$ cat config.mk
export PLATFORM = sky130hd
export DESIGN_NAME = uart_register_datagram_framer
export DESIGN_NICKNAME = d
export VERILOG_FILES = /design/src/sv/udf_pkg.sv /design/src/sv/udf_front.sv /design/src/sv/udf_queue.sv /design/src/sv/udf_back.sv /design/src/sv/uart_register_datagram_framer.sv
export SDC_FILE = /design/constraint.sdc
export NUM_CORES = 1
export LEC_CHECK = 0
export ABC_AREA = 1
export BUFFER_PORTS_ARGS = -buffer_cell sky130_fd_sc_hd__buf_2
export CORE_ASPECT_RATIO = 1.4
export CORE_MARGIN = 4
export CORE_UTILIZATION = 48
export CTS_CLUSTER_DIAMETER = 60
export DETAILED_ROUTE_END_ITERATION = 6
export GPL_TIMING_DRIVEN = 1
export PLACE_DENSITY = 0.7
export SYNTH_ARGS = -nofsm -noshare
export SYNTH_HDL_FRONTEND = slang
export SYNTH_SLANG_ARGS = --single-unit
$ cat constraint.sdc
create_clock -name clk -period 3.49 [get_ports clk]
set_input_delay 0.5235 -clock clk [delete_from_list [all_inputs] [get_ports clk]]
set_output_delay 0.5235 -clock clk [all_outputs]
set_load 0.05 [all_outputs]
$ cat src/sv/udf_pkg.sv
package udf_pkg;

	localparam int unsigned QUEUE_DEPTH = 2;

	localparam logic [7:0] WRITE_FLAG  = 8'h80;
	localparam logic [7:0] CRC_POLY    = 8'h8C;
	localparam logic [1:0] NODE_RESET  = 2'd0;
	localparam logic [7:0] SYNC_RESET  = 8'd5;

	localparam int unsigned FRAME_BYTES = 7;
	localparam int unsigned FRAME_W     = FRAME_BYTES * 8;

	// index of the CRC byte within a datagram
	localparam logic [2:0] LAST_IDX_WRITE = 3'd7;
	localparam logic [2:0] LAST_IDX_READ  = 3'd3;

	typedef enum logic {
		CFG_NODE_ADDRESS = 1'b0,
		CFG_SYNC_PATTERN = 1'b1
	} cfg_index_t;

	typedef struct packed {
		logic        func;
		logic [6:0]  reg_address;
		logic [31:0] write_data;
	} req_t;

	typedef struct packed {
		logic [7:0] tx_byte;
		logic       last_byte;
	} res_t;

	typedef struct packed {
		logic               is_write;
		logic [FRAME_W-1:0] frame;
	} q_entry_t;

	function automatic logic [7:0] crc_byte(input logic [7:0] crc, input logic [7:0] data);
		logic [7:0] c;
		c = crc ^ data;
		for (int b = 0; b < 8; b++) begin
			if (c[0]) begin
				c = (c >> 1) ^ CRC_POLY;
			end else begin
				c = c >> 1;
			end
		end
		return c;
	endfunction

endpackage

$ cat src/sv/udf_front.sv
module udf_front import udf_pkg::*; (
	input  logic       clk,
	input  logic       arst_n,
	input  logic       start,
	output logic       busy,
	input  req_t       request,
	input  logic       cfg_we,
	input  cfg_index_t cfg_index,
	input  logic [7:0] cfg_data,
	input  logic       q_full,
	output logic       q_push,
	output q_entry_t   q_wdata
);

	logic [1:0] node_q;
	logic [7:0] sync_q;
	logic       valid_s1;
	q_entry_t   entry_s1;
	logic       accept;
	logic [7:0] reg_byte;

	assign busy   = valid_s1 && q_full;
	assign accept = start && !busy;
	assign q_push = valid_s1 && !q_full;
	assign q_wdata = entry_s1;

	// write requests flag the register byte
	assign reg_byte = request.func ? (WRITE_FLAG | {1'b0, request.reg_address})
	                               : {1'b0, request.reg_address};

	always_ff @(posedge clk or negedge arst_n) begin
		if (!arst_n) begin
			node_q <= NODE_RESET;
			sync_q <= SYNC_RESET;
		end else if (cfg_we) begin
			unique case (cfg_index)
				CFG_NODE_ADDRESS: node_q <= cfg_data[1:0];
				CFG_SYNC_PATTERN: sync_q <= cfg_data;
				default: ;
			endcase
		end
	end

	always_ff @(posedge clk or negedge arst_n) begin
		if (!arst_n) begin
			valid_s1 <= 1'b0;
		end else if (accept) begin
			valid_s1 <= 1'b1;
		end else if (q_push) begin
			valid_s1 <= 1'b0;
		end
	end

	always_ff @(posedge clk) begin
		if (accept) begin
			entry_s1.is_write <= request.func;
			entry_s1.frame    <= {sync_q, {6'b0, node_q}, reg_byte, request.write_data};
		end
	end

endmodule

$ cat src/sv/udf_queue.sv
module udf_queue import udf_pkg::*; #(
	parameter int unsigned DEPTH = QUEUE_DEPTH
) (
	input  logic                       clk,
	input  logic                       arst_n,
	input  logic                       push,
	input  q_entry_t                   wdata,
	input  logic                       pop,
	output q_entry_t                   rdata,
	output logic                       full,
	output logic                       not_empty,
	output logic [$clog2(DEPTH+1)-1:0] count
);

	localparam int unsigned PTR_W = (DEPTH > 1) ? $clog2(DEPTH) : 1;
	localparam int unsigned CNT_W = $clog2(DEPTH + 1);

	q_entry_t         mem_q [DEPTH];
	logic [PTR_W-1:0] wr_ptr_q;
	logic [PTR_W-1:0] rd_ptr_q;
	logic [CNT_W-1:0] count_q;
	logic             do_push;
	logic             do_pop;

	assign full      = (count_q == CNT_W'(DEPTH));
	assign not_empty = (count_q != '0);
	assign count     = count_q;
	assign do_push   = push && !full;
	assign do_pop    = pop && not_empty;
	assign rdata     = mem_q[rd_ptr_q];

	function automatic logic [PTR_W-1:0] next_ptr(input logic [PTR_W-1:0] p);
		return (p == PTR_W'(DEPTH - 1)) ? '0 : p + 1'b1;
	endfunction

	always_ff @(posedge clk or negedge arst_n) begin
		if (!arst_n) begin
			wr_ptr_q <= '0;
			rd_ptr_q <= '0;
			count_q  <= '0;
		end else begin
			if (do_push) begin
				wr_ptr_q <= next_ptr(wr_ptr_q);
			end
			if (do_pop) begin
				rd_ptr_q <= next_ptr(rd_ptr_q);
			end
			if (do_push && !do_pop) begin
				count_q <= count_q + 1'b1;
			end else if (do_pop && !do_push) begin
				count_q <= count_q - 1'b1;
			end
		end
	end

	always_ff @(posedge clk) begin
		if (do_push) begin
			mem_q[wr_ptr_q] <= wdata;
		end
	end

endmodule

$ cat src/sv/udf_back.sv
module udf_back import udf_pkg::*; (
	input  logic     clk,
	input  logic     arst_n,
	input  logic     q_not_empty,
	input  q_entry_t q_rdata,
	output logic     q_pop,
	output logic     strobe,
	output res_t     result
);

	logic               active_q;
	logic [2:0]         cnt_q;
	logic [2:0]         last_idx_q;
	logic [FRAME_W-1:0] shreg_q;
	logic [7:0]         crc_q;
	logic               strobe_q;
	res_t               result_q;
	logic               at_last;
	logic [7:0]         head_byte;

	assign head_byte = shreg_q[FRAME_W-1 -: 8];
	assign at_last   = (cnt_q == last_idx_q);
	assign q_pop     = q_not_empty && (!active_q || at_last);
	assign strobe    = strobe_q;
	assign result    = result_q;

	always_ff @(posedge clk or negedge arst_n) begin
		if (!arst_n) begin
			active_q <= 1'b0;
			strobe_q <= 1'b0;
		end else begin
			strobe_q <= active_q;
			if (q_pop) begin
				active_q <= 1'b1;
			end else if (at_last) begin
				active_q <= 1'b0;
			end
		end
	end

	always_ff @(posedge clk) begin
		if (active_q) begin
			result_q.tx_byte   <= at_last ? crc_q : head_byte;
			result_q.last_byte <= at_last;
		end
		if (q_pop) begin
			// load the next datagram straight behind the CRC byte
			shreg_q    <= q_rdata.frame;
			last_idx_q <= q_rdata.is_write ? LAST_IDX_WRITE : LAST_IDX_READ;
			cnt_q      <= '0;
			crc_q      <= '0;
		end else if (active_q) begin
			shreg_q <= shreg_q << 8;
			cnt_q   <= cnt_q + 1'b1;
			crc_q   <= crc_byte(crc_q, head_byte);
		end
	end

endmodule

$ cat src/sv/uart_register_datagram_framer.sv
// Register-access datagram framer. Raise start with a request while busy is low;
// a write sends 8 bytes (sync, node, register with bit 7 set, data MSB first, CRC-8)
// and a read sends 4 (sync, node, register, CRC-8), one word per cycle on result
// with strobe high, last_byte marking the CRC. The byte serializer emits one word
// per clock, and datagrams follow each other without gaps while the queue holds the
// next; words pass the input register, queue, serializer and output register.
// Requests wait in a small queue behind an input register; busy rises only when
// both are full. The receiver cannot stall: every strobed word must be taken.
// node_address and sync_pattern are sampled when a request is accepted.
module uart_register_datagram_framer import udf_pkg::*; #(
	parameter int unsigned DEPTH = QUEUE_DEPTH
) (
	input  logic       clk,
	input  logic       arst_n,
	input  logic       start,
	output logic       busy,
	input  req_t       request,
	output logic       strobe,
	output res_t       result,
	input  logic       cfg_we,
	input  cfg_index_t cfg_index,
	input  logic [7:0] cfg_data
);

	logic                       q_full;
	logic                       q_push;
	logic                       q_pop;
	logic                       q_not_empty;
	logic [$clog2(DEPTH+1)-1:0] q_count;
	q_entry_t                   q_wdata;
	q_entry_t                   q_rdata;

	udf_front u_front (
		.clk       (clk),
		.arst_n    (arst_n),
		.start     (start),
		.busy      (busy),
		.request   (request),
		.cfg_we    (cfg_we),
		.cfg_index (cfg_index),
		.cfg_data  (cfg_data),
		.q_full    (q_full),
		.q_push    (q_push),
		.q_wdata   (q_wdata)
	);

	udf_queue #(
		.DEPTH (DEPTH)
	) u_queue (
		.clk       (clk),
		.arst_n    (arst_n),
		.push      (q_push),
		.wdata     (q_wdata),
		.pop       (q_pop),
		.rdata     (q_rdata),
		.full      (q_full),
		.not_empty (q_not_empty),
		.count     (q_count)
	);

	udf_back u_back (
		.clk         (clk),
		.arst_n      (arst_n),
		.q_not_empty (q_not_empty),
		.q_rdata     (q_rdata),
		.q_pop       (q_pop),
		.strobe      (strobe),
		.result      (result)
	);

	a_busy_only_when_full: assert property (@(posedge clk) disable iff (!arst_n)
		busy |-> (q_count == ($clog2(DEPTH+1))'(DEPTH)))
		else $error("busy raised with room in the queue");

	a_pop_not_empty: assert property (@(posedge clk) disable iff (!arst_n)
		q_pop |-> q_not_empty)
		else $error("pop from an empty queue");

	a_last_on_strobe: assert property (@(posedge clk) disable iff (!arst_n)
		(strobe && result.last_byte) |=> !(strobe && result.last_byte))
		else $error("two consecutive last words");

endmodule

==> impl_metrics.csv <==
group,metric,value,unit
sta,whs,185,ps
setup_path,path_delay_family,"buffers and inverters",
finish,finalNetCount,785,
yosys,yosys.area.top_type,"edfxtp_1",
run_status,outcome,"completed",
sta,tns,0,ps
yosys,synthTopCellsByArea,"edfxtp_1 72%, nand2_1 7.6%, dfrtp_1 4.1%, a31oi_1 2.9%, dfxtp_1 2.4%",
sta,rsz0062_at_grt,"no",
cts,cts_tree,"built",
drt,avgViaCountPerCell,5.01,
power,p_leak,4.04,nW
sta,setup_violations,0,
floorplan,ios,64,
sta,finClkSkew,27.1,ps
yosys,ys_seq_elements,244,
setup_path,cp.arrival,2450,ps
drt,drt-pass1-iter-count,5,
grt,grt_max_degree,101,
cts,clock-sinks,244,
power,internal_power,6.67,mW
cts,cts_made_buffers,22,
drt,wl_per_cell,15.2,um
grt,grt_pass1_wl,24100,um
setup_path,path_class,"flop to flop",
finish,syn2layout_area_growth,14.1,%
yosys,seq_area_frac_synth,78.6,%
yosys,netlist_area,0.00907,mm2
finish,n_antenna_cell,0,
grt,grt_pass1_vias,5034,
finish,layout-drive-gt1-share,16.6,%
cts,clk_latency,510,ps
setup_path,crit_slowest_cell,"buf_4",
floorplan,core_area,0.0186,mm2
yosys,synth-edff-count,216,
yosys,synth_top_area_share,71.5,%
power,p_switching,3.39,mW
cts,path_clk_slew,60,ps
sta,min_period_over_period,64.9,%
yosys,synth_top_flop_cell,"edfxtp_1",
yosys,synth_common_cells,"216 x edfxtp_1, 184 x nand2_1, 58 x nor2_1",
sta,worst_pin_slew,1060,ps
setup_path,crit_required,3670,ps
grt,antenna_found_initial,0,
yosys,yosys_warnings,0,
setup_path,cpPeakStageDelay,740,ps
yosys,syn_avg_cell_area,13.7,um2
setup_path,crit_chain,"ha_1, nand3_4, a21oi_4, buf_4, a31oi_1",
floorplan,rows,59,
floorplan,fp.dieH,171,um
setup_path,end_kind,"flop",
job,max_cap_violations,0,
yosys,yosysMostFrequentCell,"edfxtp_1",
drt,drc,0,
power,p_seq_share,48.0,%
worst_hold_path,hp-class,"input pin to flop",
sta,hold_violations,0,
power,power_density,972,mW/mm2
floorplan,dieArea,0.0212,mm2
cts,post_cts_buffers,0,
power,ir_drop,492,uV
power,clockPowerShare,23.0,%
setup_path,start_kind,"flop",
drt,drt_wl_total,15000,um
drt,vias,4953,
setup_path,path_buf_inv,1,
power,combinationalPowerShare,29.1,%
cts,cts_max_level,1,
setup_path,r2r_slack,1230,ps
sta,min_period,2260,ps
grt,grt_remaining_overflow,0,
place,gp_congestion,0.833,
place,hpwl,9650,um
yosys,synth_cell_type_count,28,
cts,clockBufferDepth,3,
setup_path,critPathMaxFanout,100,
finish,stdcell_count,989,
cts,clockRootBuffer,"clkbuf_16",
sta,slew_viol_final,0,
sta,maxSlewHeadroom,29.6,%
drt,drtIter0Drc,341,
sta,clock.fmax,442,MHz
place,numPortBuffers,63,
place,place_inst,949,
yosys,synth_cells,662,
grt,track_usage,14.5,%
yosys,synth-async-reset-ratio,6.97,%
floorplan,initial_core_util,48.8,%
yosys,syn-num-nets,717,
floorplan,die_x,124,um
drt,antenna_left,0,
cts,cts-resized-gates,0,
power,sw_frac_of_total,33.7,%
cell usage in the layout (no fill, tap or decap), types with 3 or more instances in the layout:
cell,n
clkbuf_16,22
mux2_2,6
o21ai_0,14
dfxtp_1,11
a21oi_2,4
xnor2_1,9
buf_4,5
inv_2,3
buf_2,63
inv_1,36
a21oi_1,14
clkinv_2,5
edfxtp_1,216
xor2_1,3
a31oi_1,42
nand3_1,8
nor2_1,56
clkbuf_1,4
dfrtp_1,15
nand2_1,183
final timing paths:
| kind | startpoint | end | cells after the start |
|---|---|---|---|
| min reg2reg | u_front.q_wdata[9] | u_queue.mem_q[0][9] | 0 |
| max in group asynchronous | arst_n | u_front.sync_q[0] | 2 |
| min | request[23] | u_front.q_wdata[23] | 1 |
| max | u_back.cnt_q[0] | u_back.shreg_q[26] | 5 |
| max reg2reg | u_back.cnt_q[0] | u_back.shreg_q[26] | 5 |
| min in group asynchronous | arst_n | u_queue.count[0] | 2 |
worst reg2reg max path: stages (launching register included):
cell     delay (ps)
dfxtp_1         360
ha_1            250
nand3_4         190
a21oi_4         170
buf_4           740
a31oi_1         240
power groups by stage:
stage	logic (mW)	clock network [mW]	registers (mW)
after detailed placement	2.95	0	4.89
after global placement	2.85	0	4.86
after floorplan	2.10	0	4.95
final	2.92	2.31	4.83
after CTS	2.96	2.37	4.84
after global routing	3.31	2.51	4.90
per-stage QoR:
step / power, mW / util, % / cell area [um2] / setup slack [ps]
final: 10.1 / 55.6 / 10400 / 1230
after global routing: 10.7 / 55.6 / 10400 / 1010
after CTS: 10.2 / 55.6 / 10400 / 1210
after detailed placement: 7.84 / 51.8 / 9640 / 1260
after global placement: 7.70 / 51.8 / 9640 / 1360
after floorplan: 7.05 / - / 9070 / 187
layer usage:
| layer | track usage [%] | up-vias | part of all wire (%) |
|---|---|---|---|
| met1 | 15.8 | 2351 | 36 |
| li1 | - | 2444 | - |
| met3 | 1.92 | 40 | 4.8 |
| met5 | 0 | - | 0 |
| met2 | 27.5 | 118 | 55 |
| met4 | 6.34 | 0 | 3.8 |
logic make-up after synthesis:
group                    count (synthesis)  synth area share (%)
XOR/XNOR                                12                  1.16
buffers and inverters                   65                  3.10
flip-flops                             244                  78.6
AO/OA/AOI/OAI                           78                  5.12
AND/OR/NAND/NOR                        255                  11.0
multiplexers                             6                 0.745
adder cells (fa/ha/maj)                  2                 0.276
layout make-up:
type                            instances  area, um2
Clock buffer                           27        579
Fill cell                            1525       8250
Clock inverter                         12        124
Timing Repair Buffer                   70        383
Tap cell                              244        305
Multi-Input combinational cell        353       1680
Inverter                               39        146
Sequential cell                       244       7130
repair_timing:
action                                  in CTS  in global routing
endpoints found under the setup margin       0                  0
hold buffers                                 1                  0
endpoints found under the hold margin       15                  0
state kept, by name, indices dropped and copies added (netlist names), 2 cells and up:
signal,count
u_back.cnt_q,3
u_back.crc_q,8
u_back.result,9
u_back.shreg_q,56
u_front.node_q,2
u_front.q_wdata,50
u_front.sync_q,8
u_queue.count,2
u_queue.mem_q,100
(Power assumes the default switching activity.)
